$ cat config.mk
export PLATFORM = sky130hd
export DESIGN_NAME = bfa_scan_unit
export DESIGN_NICKNAME = d
export VERILOG_FILES = /design/src/rtl/bfa_pkg.sv /design/src/rtl/bfa_scan_unit.sv
export SDC_FILE = /design/constraint.sdc
export NUM_CORES = 1
export LEC_CHECK = 0
export ABC_CLOCK_PERIOD_IN_PS = 4600
export BUFFER_PORTS_ARGS = -buffer_cell sky130_fd_sc_hd__buf_2
export CAP_MARGIN = 20
export CORE_MARGIN = 5
export CORE_UTILIZATION = 44
export DETAILED_ROUTE_END_ITERATION = 7
export PLACE_DENSITY = 0.89
export SETUP_SLACK_MARGIN = 0.2
export SYNTH_ARGS = -nofsm -noshare
export SYNTH_HDL_FRONTEND = slang
export SYNTH_SLANG_ARGS = --single-unit
$ cat constraint.sdc
create_clock -name vclk -period 4.6
set_input_delay 0.92 -clock vclk [all_inputs]
set_output_delay 0.92 -clock vclk [all_outputs]
set_load 0.03 [all_outputs]
$ cat src/rtl/bfa_pkg.sv
// Shared constants, codes and types of the bitmap frame allocator.
package bfa_pkg;

  // Storage geometry: one bit per frame, packed into words.
  localparam int unsigned MAX_FRAMES = 32768;
  localparam int unsigned WORD_BITS  = 32;
  localparam int unsigned NUM_WORDS  = MAX_FRAMES / WORD_BITS;
  localparam int unsigned BIT_IDX_W  = $clog2(WORD_BITS);
  localparam int unsigned WORD_IDX_W = $clog2(NUM_WORDS);
  localparam int unsigned FRAME_W    = WORD_IDX_W + BIT_IDX_W;
  localparam int unsigned LIMIT_W    = FRAME_W + 1;
  localparam int unsigned CFG_W      = 16;
  localparam int unsigned KIND_W     = 2;
  localparam int unsigned STATUS_W   = 3;

  // Memory word: reserved bits in the upper half, used bits in the lower half.
  localparam int unsigned MEM_W = 2 * WORD_BITS;

  localparam logic [CFG_W-1:0] NUM_FRAMES_RST = CFG_W'(MAX_FRAMES);

  typedef enum logic [KIND_W-1:0] {
    KIND_ALLOC   = 2'd0,
    KIND_FREE    = 2'd1,
    KIND_RESERVE = 2'd2,
    KIND_NONE    = 2'd3
  } kind_e;

  typedef enum logic [STATUS_W-1:0] {
    ST_ALLOCATED = 3'd0,
    ST_MAPPED    = 3'd1,
    ST_NO_FREE   = 3'd2,
    ST_FREED     = 3'd3,
    ST_IGNORED   = 3'd4,
    ST_RESERVED  = 3'd5
  } status_e;

  typedef enum logic [2:0] {
    S_CLEAR,
    S_IDLE,
    S_SCAN,
    S_RMW
  } state_e;

  // Outcome of searching one bitmap word for a free frame.
  typedef struct packed {
    logic                 found;
    logic [BIT_IDX_W-1:0] bit_idx;
  } scan_res_t;

endpackage

$ cat src/rtl/bfa_scan_unit.sv
// Word search unit: finds the lowest frame in one word that is free and below the limit.
module bfa_scan_unit import bfa_pkg::*; (
  input  logic [WORD_BITS-1:0]  used_i,
  input  logic [WORD_BITS-1:0]  rsvd_i,
  input  logic [WORD_IDX_W-1:0] word_i,
  input  logic [LIMIT_W-1:0]    limit_i,
  output scan_res_t             res_o
);

  logic [LIMIT_W-BIT_IDX_W-1:0] lim_word;
  logic [LIMIT_W-BIT_IDX_W-1:0] cur_word;
  logic [WORD_BITS-1:0]         lim_mask;
  logic [WORD_BITS-1:0]         free_bits;
  logic [BIT_IDX_W-1:0]         idx;

  assign lim_word = limit_i[LIMIT_W-1:BIT_IDX_W];
  assign cur_word = {1'b0, word_i};

  // Frames at or above the limit are masked off; only the limit's own word is partial.
  always_comb begin
    if (cur_word < lim_word) begin
      lim_mask = '1;
    end else if (cur_word == lim_word) begin
      lim_mask = (WORD_BITS'(1) << limit_i[BIT_IDX_W-1:0]) - WORD_BITS'(1);
    end else begin
      lim_mask = '0;
    end
  end

  assign free_bits = ~(used_i | rsvd_i) & lim_mask;

  // Priority encoder: the lowest free bit wins.
  always_comb begin
    idx = '0;
    for (int i = WORD_BITS - 1; i >= 0; i--) begin
      if (free_bits[i]) begin
        idx = BIT_IDX_W'(i);
      end
    end
  end

  assign res_o.found   = |free_bits;
  assign res_o.bit_idx = idx;

endmodule

======== Yosys cells after proc, flatten, opt, wreduce, memory -nomap -nowiden ========
Index checks and enable logic that the tools add are counted.
operators by class
  reductions and logical operators ........ 1
  add/sub/neg operators ................... 1
  equal/unequal tests ..................... 1
  multiplexer cells ....................... 34
  multipliers ............................. 0
  shift operators ......................... 1
  $lt $le $gt $ge ......................... 1
  div/mod/pow operators ................... 0
  bitwise operators ....................... 3
operators by type and width
  kind                                                number
  two-way mux 5 bit                                   32
  two-way mux 32 bit                                  2
  bitwise AND 32 bit                                  1
  NOT 32 bit                                          1
  OR 32 bit                                           1
  OR reduction 32 bit                                 1
  << shifter 1 x 5 -> 32 bit, first input constant    1
  subtractor 32 x 2 -> 32 bit, second input constant  1
  == test 10 x 11 -> 1 bit                            1
  less-than comparator 10 x 11 -> 1 bit               1
word-level totals
  register bits ........................... 0
  latch bits .............................. 0
  bits of input ports ..................... 90
  memories ................................ 0
  RAM bits ................................ 0
  bits in read-only memories .............. 0
  output and inout bits ................... 6
  word-level logic and storage cells ...... 42

======== Longest topological paths before layout ========
Gate-level depths: netlist (run 1).
  depth in word-level cells ............... 37
  gate-level depth with buffers ........... 15
  gate-level depth less buffers ........... 12

======== Worst setup path after synthesis (run 1) ========
No wires, ideal clock.
  path kind ............................... input -> output
  from .................................... input port limit_i[1]
  to ...................................... output port res_o[0] in the netlist's numbering
  required time ........................... 3.680 ns
  arrival ................................. 3.994 ns
  stages on the path ...................... 14
  setup slack ............................. -0.314 ns
  buffers on the path ..................... 3
  cell sequence ........................... buf_6 -> clkbuf_1 -> or2_2 -> nor3_1 -> inv_1 -> ha_1 -> clkbuf_1 -> a32oi_1 -> o21ai_0 -> a31o_2 -> or4_1 -> and3_1 -> o211a_1 -> o21ai_1
RTL lines
  item                RTL line            RTL
  start: declaration  bfa_scan_unit.sv:6  input logic [LIMIT_W-1:0] limit_i,
  end: declaration    bfa_scan_unit.sv:7  output scan_res_t res_o

==> results by group, run 1 <==
Status
  • Outcome: finished clean

Layout
  • Fillers: 352
  • Final std cells w/o fill: 472
  • Nets@finish: 523
  • Layout cells sized above 1: 0.417
  • Synthesis-to-layout area growth: 50.7%
  • # clk buffers: 0
  • Sequential cells: 0
  • Diode count: 0
  • Post-route cell area: 0.00289 mm2
  • FF+latch area: 0 um2
  • Multi-input gate area: 0.00198 mm2

Logic synthesis
  • Syn Area/Cell: 6.07 um2
  • Synth area leader: nor2_1
  • Netlist Area Pre-Place: 0.00192 mm2
  • Syn Nets: 417
  • Yosys top cell area share: 0.104
  • Synth top area cells: nor2_1, a21oi_1, ha_1
  • Yosys Warn Count: 0
  • Yosys cell types: 71
  • Seq/Total Area, Yosys: 0
  • Synth Instances: 316

Place
  • Area of placed instances: 0.00249 mm2
  • Dpl hpwl: 5780 um
  • Final Wtd Congestion: 0.928
  • Placed insts: 459
  • Number of I/O port buffers: 96

Die
  • Starting Density: 0.447
  • Total die area: 0.00578 mm2
  • Die H: 76.0 um
  • Chip Width: 76.0 um
  • Ports: 96
  • Core Box Area: 0.00429 mm2
  • Cell Rows: 24

Routing
  • DRC: 0
  • First-pass DRT Iterations: 5
  • Vias per cell: 6.36
  • Per-cell routed wire length: 16.8 um
  • DRT iter0 DRCs: 277
  • Post-route ant nets: 0
  • Routed vias: 3004
  • Final WL: 7910 um

STA
  • Worst Max-Slew Pin Slew: 0.582 ns
  • Max Slew Vio Count: 0
  • Unrepaired setup endpoints after global routing: yes
  • Setup TNS: 0 ns
  • Period minus WS final: 4.54 ns
  • Maximum clock frequency: 220 MHz
  • Hold Vio Cnt, Final: 0
  • Worst hold margin: 2.45 ns
  • Tcrit/Tclk final: 0.988
  • Rel. slew slack: 0.609
  • Final setup fails: 0

Global route
  • Total gr overflow: 0
  • GRT Total Usage: 0.231
  • Initial antenna violation count: 0
  • Vias in the first global route: 2715
  • Largest net degree at the start of global routing: 30
  • First-pass GRT wire length: 11900 um

Worst setup path
  • Crit path to: res_o[0]
  • Crit path max fanout: 14
  • Critical Path Sink Type: primary output
  • Critical path buffers and inverters: 4
  • Worst setup path category: in2out
  • Crit path from: limit_i[14]
  • Worst path required time: 3.68 ns
  • WP data arrival: 3.62 ns
  • Slowest CP cell: or4_1
  • Crit-path cells: buf_2 > inv_1 > ha_4 > or4_1 > a21o_1 > o211ai_4 > clkbuf_16 > o21ai_1 > nand2b_1 > a21boi_0 > o41ai_2 > o21ai_4 > buf_6
  • Nature of the critical path startpoint: input port
  • Critical path's largest stage delay: 0.51 ns
  • Crit path max-delay family: compound AO/OA/AOI/OAI gates
  • WP depth: 13

Pwr
  • PnR Total Power: 0.326 mW
  • Leakage dissipation: 1.33 nW
  • VDD IR-drop max: 0.0000591 V
  • Pwr per Cell Area: 113 mW/mm2

Hold path
  • Hold Crit Start: rsvd_i[5]
  • Hold crit path type: in2out

CTS
  • Hold-fix buffers at CTS: 0

Flow run
  • Max cap viols: 0
[worst min-delay path by stage]
| stage | endpoint | cells past startpoint | slack [ns] |
|---|---|---|---|
| after floorplan | res_o[2] | 3 | 2.17 |
| after global placement | res_o[2] | 5 | 2.43 |
| after detailed placement | res_o[2] | 5 | 2.44 |
| after CTS | res_o[2] | 5 | 2.46 |
| after global routing | res_o[2] | 5 | 2.49 |
| final | res_o[2] | 5 | 2.45 |
[cell usage in the layout (no fill, tap or decap), types with 3 or more instances in the layout]
cell type  Yosys  layout
nor2_1        53      51
o211ai_1       4       4
a21oi_2        0       3
nor3_1        14      10
nor3_2         0       3
and3_1         4       4
ha_1          11       8
a31oi_1        8       6
o21ai_1       13      14
o21ai_2        1       5
ha_4           0       3
o22ai_1       10       8
buf_4          0      24
inv_1         15      13
buf_6          5       6
nand2_1       16      16
nor3b_1        3       3
a211o_1        3       3
nand4_1        7       7
o21a_1         6       6
buf_2          1      87
o21ai_0       23      17
or3_1          4       4
o211a_1        3       3
and2_1         3       3
nand3b_1       3       3
a21oi_1       29      26
[Yosys cell counts (3+ instances only)]
| library cell | instances |
|---|---|
| a211o_1 | 3 |
| a21boi_0 | 3 |
| a21oi_1 | 29 |
| a31oi_1 | 8 |
| and2_1 | 3 |
| and3_1 | 4 |
| buf_6 | 5 |
| clkbuf_1 | 9 |
| ha_1 | 11 |
| inv_1 | 15 |
| nand2_1 | 16 |
| nand3_1 | 3 |
| nand3b_1 | 3 |
| nand4_1 | 7 |
| nor2_1 | 53 |
| nor2b_1 | 4 |
| nor3_1 | 14 |
| nor3b_1 | 3 |
| o211a_1 | 3 |
| o211ai_1 | 4 |
| o21a_1 | 6 |
| o21ai_0 | 23 |
| o21ai_1 | 13 |
| o22ai_1 | 10 |
| or3_1 | 4 |
[layer usage]
layer / vias up / part of all wire / track usage
met2: 197 / 0.50 / 0.395
met3: 22 / 0.11 / 0.0485
met5: - / 0 / 0
li1: 1419 / - / -
met4: 0 / 0.018 / 0.0658
met1: 1366 / 0.37 / 0.290
[stage by stage]
step / setup slack (ns) / util
final: 0.0565 / 0.673
after global routing: 0.0206 / 0.673
after CTS: 0.198 / 0.619
after detailed placement: 0.0394 / 0.581
after global placement: 0.124 / 0.581
after floorplan: 0.130 / -
[final cells by class]
class                      count  share of cell area
inverter                      15              0.0195
multi-input combinational    282               0.685
tap                           52              0.0225
timing repair buffer         123               0.273
[where the power goes]
part           internal (mW)  leakage (nW)  switching [mW]  total (mW)
Clock                      0             0               0           0
Combinational          0.150          1.33           0.176       0.326
Sequential                 0             0               0           0
[timing repair]
action / 4_1_cts / 5_1_grt
setup endpoints to repair: 6 / 6
pin swaps: 4 / 24
gates cloned: 0 / 2
buffers inserted: 8 / 3
resized for setup: 24 / 43
[kinds of logic (layout without fill, tap and decap cells)]
| family | count (synthesis) | after routing | share of synthesized area |
|---|---|---|---|
| fa+ha+maj | 11 | 11 | 0.0717 |
| simple gates | 138 | 138 | 0.377 |
| compound gates | 133 | 133 | 0.451 |
| buf+inv | 34 | 138 | 0.100 |
Power figures use the tool's default switching activity.
==> run 2, diff against run 1 <==
ABC_CLOCK_PERIOD_IN_PS = 4300   (was 4600)
CORE_ASPECT_RATIO = 0.7   (was default)
CORE_UTILIZATION = 45   (was 44)
GPL_TIMING_DRIVEN = 0   (was default)
PLACE_DENSITY = 0.88   (was 0.89)
clock period = 4.3 ns   (was 4.6 ns; I/O delays follow)
==> run 2 against run 1 <==
The run now ends with negative setup slack left. First-iteration DRC count rose by 4.7%. Via count grew 1.6%. Die area is 1.6% lower. Hold slack got worse by 0.093 ns. Largest cell class unchanged. Power is 12% higher. Critical endpoint unchanged. Sequential share of layout area unchanged. Setup slack worse by 0.44 ns. Cell area rose by 5.1%. Cell count grew 3.6%. Clock-buffer cell count did not move.
==> results by group, run 2 (same netlist as run 1, synthesis figures left out) <==
Status
  • Outcome: finished, violations left
  • Failing checks: negative setup slack

Pwr
  • Net Sw Power: 0.195 mW (+11%)
  • Sequential power share: 0 (unchanged)
  • Switch share: 0.536 (-0.00319)
  • Pwr per Cell Area: 120 mW/mm2 (+6.5%)
  • Combinational fraction of design power: 1.000 (about the same)
  • Clock power frac: 0 (unchanged)
  • Internal power: 0.169 mW (+13%)
  • PnR Total Power: 0.365 mW (+12%)
  • VDD IR-drop max: 0.0000698 V (+18%)
  • Leakage dissipation: 1.40 nW (+5.4%)

STA
  • Worst Max-Slew Pin Slew: 0.698 ns (+0.116 ns)
  • Unrepaired setup endpoints after global routing: yes
  • Period minus WS final: 4.68 ns
  • Maximum clock frequency: 214 MHz
  • Rel. slew slack: 0.529 (-0.0802)
  • Hold Vio Cnt, Final: 0 (unchanged)
  • Tcrit/Tclk final: 1.09
  • Final worst setup slack: -0.381 ns (-0.438 ns)
  • Setup TNS: -1.63 ns (-1.63 ns)
  • Final setup fails: 6 (+6)
  • Max Slew Vio Count: 0 (unchanged)

Routing
  • Final WL: 8190 um (+3.5%)
  • Post-route ant nets: 0 (unchanged)
  • DRT iter0 DRCs: 290 (+4.7%)
  • Routed vias: 3052 (+1.6%)
  • First-pass DRT Iterations: 5 (unchanged)
  • DRC: 0 (unchanged)
  • Per-cell routed wire length: 16.7 um (-0.11%)
  • Vias per cell: 6.24 (-1.9%)

Layout
  • Synthesis-to-layout area growth: 58.3%
  • Fillers: 318 (-9.7%)
  • Commonest non-fill, non-tap cell in the layout: buf_2
  • Nets@finish: 540 (+3.3%)
  • Layout cells sized above 1: 0.423 (+0.00667)
  • Most frequent cells in the layout: buf_2, nor2_1, buf_4, a21oi_1, o21ai_0
  • Diode count: 0 (unchanged)
  • # clk buffers: 0 (unchanged)
  • Final std cells w/o fill: 489 (+3.6%)
  • FF+latch area: 0 um2 (unchanged)
  • Sequential cells: 0 (unchanged)

Global route
  • Largest net degree at the start of global routing: 11 (-63%)
  • GRT Total Usage: 0.264 (+0.0325)
  • Vias in the first global route: 2810 (+3.5%)
  • Total gr overflow: 0 (unchanged)
  • Initial antenna violation count: 0 (unchanged)
  • First-pass GRT wire length: 12500 um (+5.0%)

Place
  • Dpl hpwl: 6170 um (+6.8%)
  • Final Wtd Congestion: 0.986 (+6.3%)
  • Number of I/O port buffers: 95 (-1.0%)
  • Placed insts: 463 (+0.87%)

Worst setup path
  • Worst setup path category: in2out
  • Critical Path Sink Type: primary output
  • Crit path from: limit_i[1]
  • Nature of the critical path startpoint: input port
  • Worst path required time: 3.44 ns (-0.24 ns)
  • Crit path to: res_o[0]
  • Crit path max fanout: 4 (-10)
  • WP data arrival: 3.82 ns (+0.20 ns)

Die
  • Ports: 96 (unchanged)
  • Starting Density: 0.478 (+0.0308)
  • Chip Width: 88.1 um (+16%)
  • Core Box Area: 0.00402 mm2 (-6.4%)
  • Cell Rows: 19 (-21%)
  • Total die area: 0.00569 mm2 (-1.6%)
  • Die H: 64.6 um (-15%)

Flow run
  • Max cap viols: 0 (unchanged)

Hold path
  • Hold crit path type: in2out

CTS
  • Hold-fix buffers at CTS: 0 (unchanged)
[run 2: power by group through the flow]
stage / registers (mW) / clock network [mW] / logic (mW)
2_1_floorplan: 0 / 0 / 0.200
3_3_place_gp: 0 / 0 / 0.287
3_5_place_dp: 0 / 0 / 0.294
4_1_cts: 0 / 0 / 0.339
5_1_grt: 0 / 0 / 0.390
6_report: 0 / 0 / 0.365
[run 2: how the worst min path moves through the flow]
stage               cells after the start      start       end  slack, ns
floorplan                               3  used_i[5]  res_o[2]       2.12
global placement                        6  used_i[0]  res_o[2]       2.39
detailed placement                      6  used_i[0]  res_o[2]       2.40
CTS                                     5  used_i[5]  res_o[2]       2.34
global route                            5  used_i[5]  res_o[2]       2.39
finish                                  5  used_i[5]  res_o[2]       2.36
[run 2: layer usage]
layer  up-vias  GRT usage  wire [um]
met4         0     0.0547        217
met5         -          0          0
met2       230      0.435       3620
met1      1327      0.368       3250
met3        33     0.0342       1100
li1       1462          -          -
[run 2: critical path, cell delays in order]
cell,delay (ns)
buf_8,0.10
buf_6,0.11
clkbuf_16,0.13
or2_4,0.26
nor3_4,0.14
inv_2,0.07
ha_4,0.18
clkbuf_8,0.14
a32oi_2,0.18
o21ai_2,0.11
a31o_2,0.27
or4_1,0.53
and3_4,0.19
o211a_1,0.25
o21ai_4,0.16
buf_6,0.15
[run 2: repair_timing]
action,4_1_cts,5_1_grt
setup endpoints to repair,6,6
hold endpoints to repair,0,0
gates resized for setup,43,17
buffers inserted,21,5
pin swaps,26,2
[run 2: layout make-up]
| type | instances | area (um2) | share of cell area |
|---|---|---|---|
| Buffer | 19 | 206 | 0.0679 |
| Multi-Input combinational cell | 282 | 1980 | 0.653 |
| Timing Repair Buffer | 121 | 728 | 0.240 |
| Tap cell | 52 | 65.1 | 0.0214 |
| Inverter | 15 | 56.3 | 0.0185 |
[run 2: metrics by stage]
| stage | hold slack (ns) | area (um2) | setup WS [ns] | util |
|---|---|---|---|---|
| 2_1_floorplan | 2.12 | 2060 | -0.0390 | - |
| 5_1_grt | 2.39 | 3040 | -0.470 | 0.756 |
| 3_5_place_dp | 2.40 | 2600 | -0.555 | 0.647 |
| 3_3_place_gp | 2.39 | 2600 | -0.542 | 0.647 |
| 6_report | 2.36 | 3040 | -0.381 | 0.756 |
| 4_1_cts | 2.34 | 2950 | -0.315 | 0.734 |
==> run 3, diff against run 2 <==
MAX_ROUTING_LAYER = met4   (was default)
==> run 3 against run 2 <==
The run still ends with negative setup slack left. Combinational power increased by 4%. Cell area increased by 4.2%. Global-route usage increased by 2.5 points. Sequential share of layout area unchanged. Sequential cell count unchanged. Critical path depth increased by 3. Die area unchanged. Power increased by 4.6%. Cell count increased by 1.4%. Critical endpoint unchanged.
==> results by group, run 3 (same netlist as run 1, synthesis figures left out) <==
Place
  • Final Wtd Congestion: 0.994 (+0.83%)
  • Placed insts: 463 (unchanged)
  • Number of I/O port buffers: 95 (unchanged)
  • Dpl hpwl: 6130 um (-0.59%)

Layout
  • Fillers: 308 (-3.1%)
  • Diode count: 0 (unchanged)
  • Nets@finish: 547 (+1.3%)
  • # clk buffers: 0 (unchanged)
  • Most frequent cells in the layout: buf_2, nor2_1, buf_4, a21oi_1, o21ai_0
  • Sequential cells: 0 (unchanged)
  • Commonest non-fill, non-tap cell in the layout: buf_2
  • FF+latch area: 0 um2 (unchanged)
  • Final std cells w/o fill: 496 (+1.4%)
  • Layout cells sized above 1: 0.453 (+0.0294)
  • Synthesis-to-layout area growth: 65.1%
  • Layout Utilization: 0.789 (+0.0321)

Worst setup path
  • Critical Path Sink Type: primary output
  • Nature of the critical path startpoint: input port
  • Worst setup path category: in2out
  • Crit path max fanout: 7 (+3)
  • Worst path required time: 3.44 ns (about the same)
  • WP data arrival: 3.83 ns (about the same)

STA
  • Unrepaired setup endpoints after global routing: yes
  • Tcrit/Tclk final: 1.09 (+0.00194)
  • Maximum clock frequency: 213 MHz (-0.18%)
  • Final setup fails: 6 (unchanged)
  • Final worst setup slack: -0.389 ns (-0.00835 ns)
  • Max Slew Vio Count: 0 (unchanged)
  • Hold Vio Cnt, Final: 0 (unchanged)
  • Worst Max-Slew Pin Slew: 0.732 ns (+0.0343 ns)
  • Rel. slew slack: 0.505 (-0.0232)
  • Worst hold margin: 2.40 ns (+0.0446 ns)
  • Setup TNS: -1.87 ns (-0.232 ns)
  • Period minus WS final: 4.69 ns (+0.00835 ns)

Pwr
  • VDD IR-drop max: 0.0000753 V (+8.0%)
  • Switch share: 0.538 (+0.00230)
  • Sequential power share: 0 (unchanged)
  • Leakage dissipation: 1.45 nW (+3.8%)
  • Pwr per Cell Area: 120 mW/mm2 (+0.32%)
  • Internal power: 0.176 mW (+4.1%)
  • Clock power frac: 0 (unchanged)
  • Combinational fraction of design power: 1.000 (about the same)
  • Net Sw Power: 0.205 mW (+5.0%)
  • PnR Total Power: 0.381 mW (+4.6%)

Global route
  • First-pass GRT wire length: 13300 um (+6.0%)
  • M1 GR Usage: 0.375 (+0.00704)
  • Met2 usage: 0.477 (+0.0414)
  • GRT Total Usage: 0.289 (+0.0251)
  • Initial antenna violation count: 0 (unchanged)
  • Largest net degree at the start of global routing: 11 (unchanged)
  • GRT met3 Usage: 0.0380 (+0.00380)
  • Vias in the first global route: 2976 (+5.9%)
  • Total gr overflow: 0 (unchanged)
  • Gr busiest metal: met2

CTS
  • Hold-fix buffers at CTS: 0 (unchanged)

Status
  • Outcome: finished, violations left
  • Failing checks: negative setup slack

Die
  • Total die area: 0.00569 mm2 (unchanged)
  • Starting Density: 0.478 (unchanged)
  • Core Box Area: 0.00402 mm2 (unchanged)
  • Chip Width: 88.1 um (unchanged)
  • Ports: 96 (unchanged)
  • Die H: 64.6 um (unchanged)
  • Cell Rows: 19 (unchanged)

Routing
  • Final WL: 8750 um (+6.9%)
  • Post-route ant nets: 0 (unchanged)
  • First-pass DRT Iterations: 5 (unchanged)
  • Vias per cell: 6.44 (+3.2%)
  • DRC: 0 (unchanged)
  • Routed vias: 3195 (+4.7%)
  • DRT iter0 DRCs: 384 (+32%)
  • Per-cell routed wire length: 17.6 um (+5.4%)

Hold path
  • Hold crit path type: in2out

Flow run
  • Max cap viols: 0 (unchanged)
run 3: repair_timing:
item                                    4_1_cts  5_1_grt
buffers inserted                             27        6
endpoints found under the setup margin        6        6
pin swaps                                    25       27
gates resized for setup                      48       25
hold endpoints to repair                      0        0
run 3: power groups by stage:
stage	Sequential (mW)	Combinational [mW]	Clock [mW]
after floorplan	0	0.200	0
after global placement	0	0.286	0
after detailed placement	0	0.294	0
after CTS	0	0.341	0
after global routing	0	0.408	0
final	0	0.381	0
run 3: critical path, stage by stage:
cell and delay (ns):
buf_8 0.10, buf_8 0.11, clkbuf_16 0.13, or2_4 0.27, nor3_4 0.20, inv_2 0.07
ha_4 0.17, clkbuf_8 0.15, buf_12 0.13, nor4_1 0.33, o21ai_2 0.12, a21oi_1 0.21
o21ai_1 0.11, o32ai_1 0.20, a31oi_2 0.18, buf_4 0.17, o41ai_2 0.07, o21ai_4 0.10
buf_6 0.15
run 3: final timing paths:
check,end,startpoint,slack [ns],cells past startpoint
max,res_o[0],limit_i[2],-0.39,19
min,res_o[0],used_i[16],2.40,6
run 3: area by class of cell:
type	instances	area (um2)	share of cell area
Multi-Input combinational cell	282	2060	0.649
Timing Repair Buffer	128	797	0.252
Buffer	19	193	0.0608
Tap cell	52	65.1	0.0205
Inverter	15	56.3	0.0178
run 3: through the flow:
stage	instance area, um2	setup slack, ns
finish	3170	-0.389
global route	3170	-0.513
CTS	3010	-0.286
detailed placement	2600	-0.560
global placement	2600	-0.519
floorplan	2060	-0.0390
run 3: metal layers:
metal,routed length [um],vias to the layer above
li1,-,1462
met1,3350,1420
met2,3920,280
met3,1260,33
met4,210,0
met5,0,-
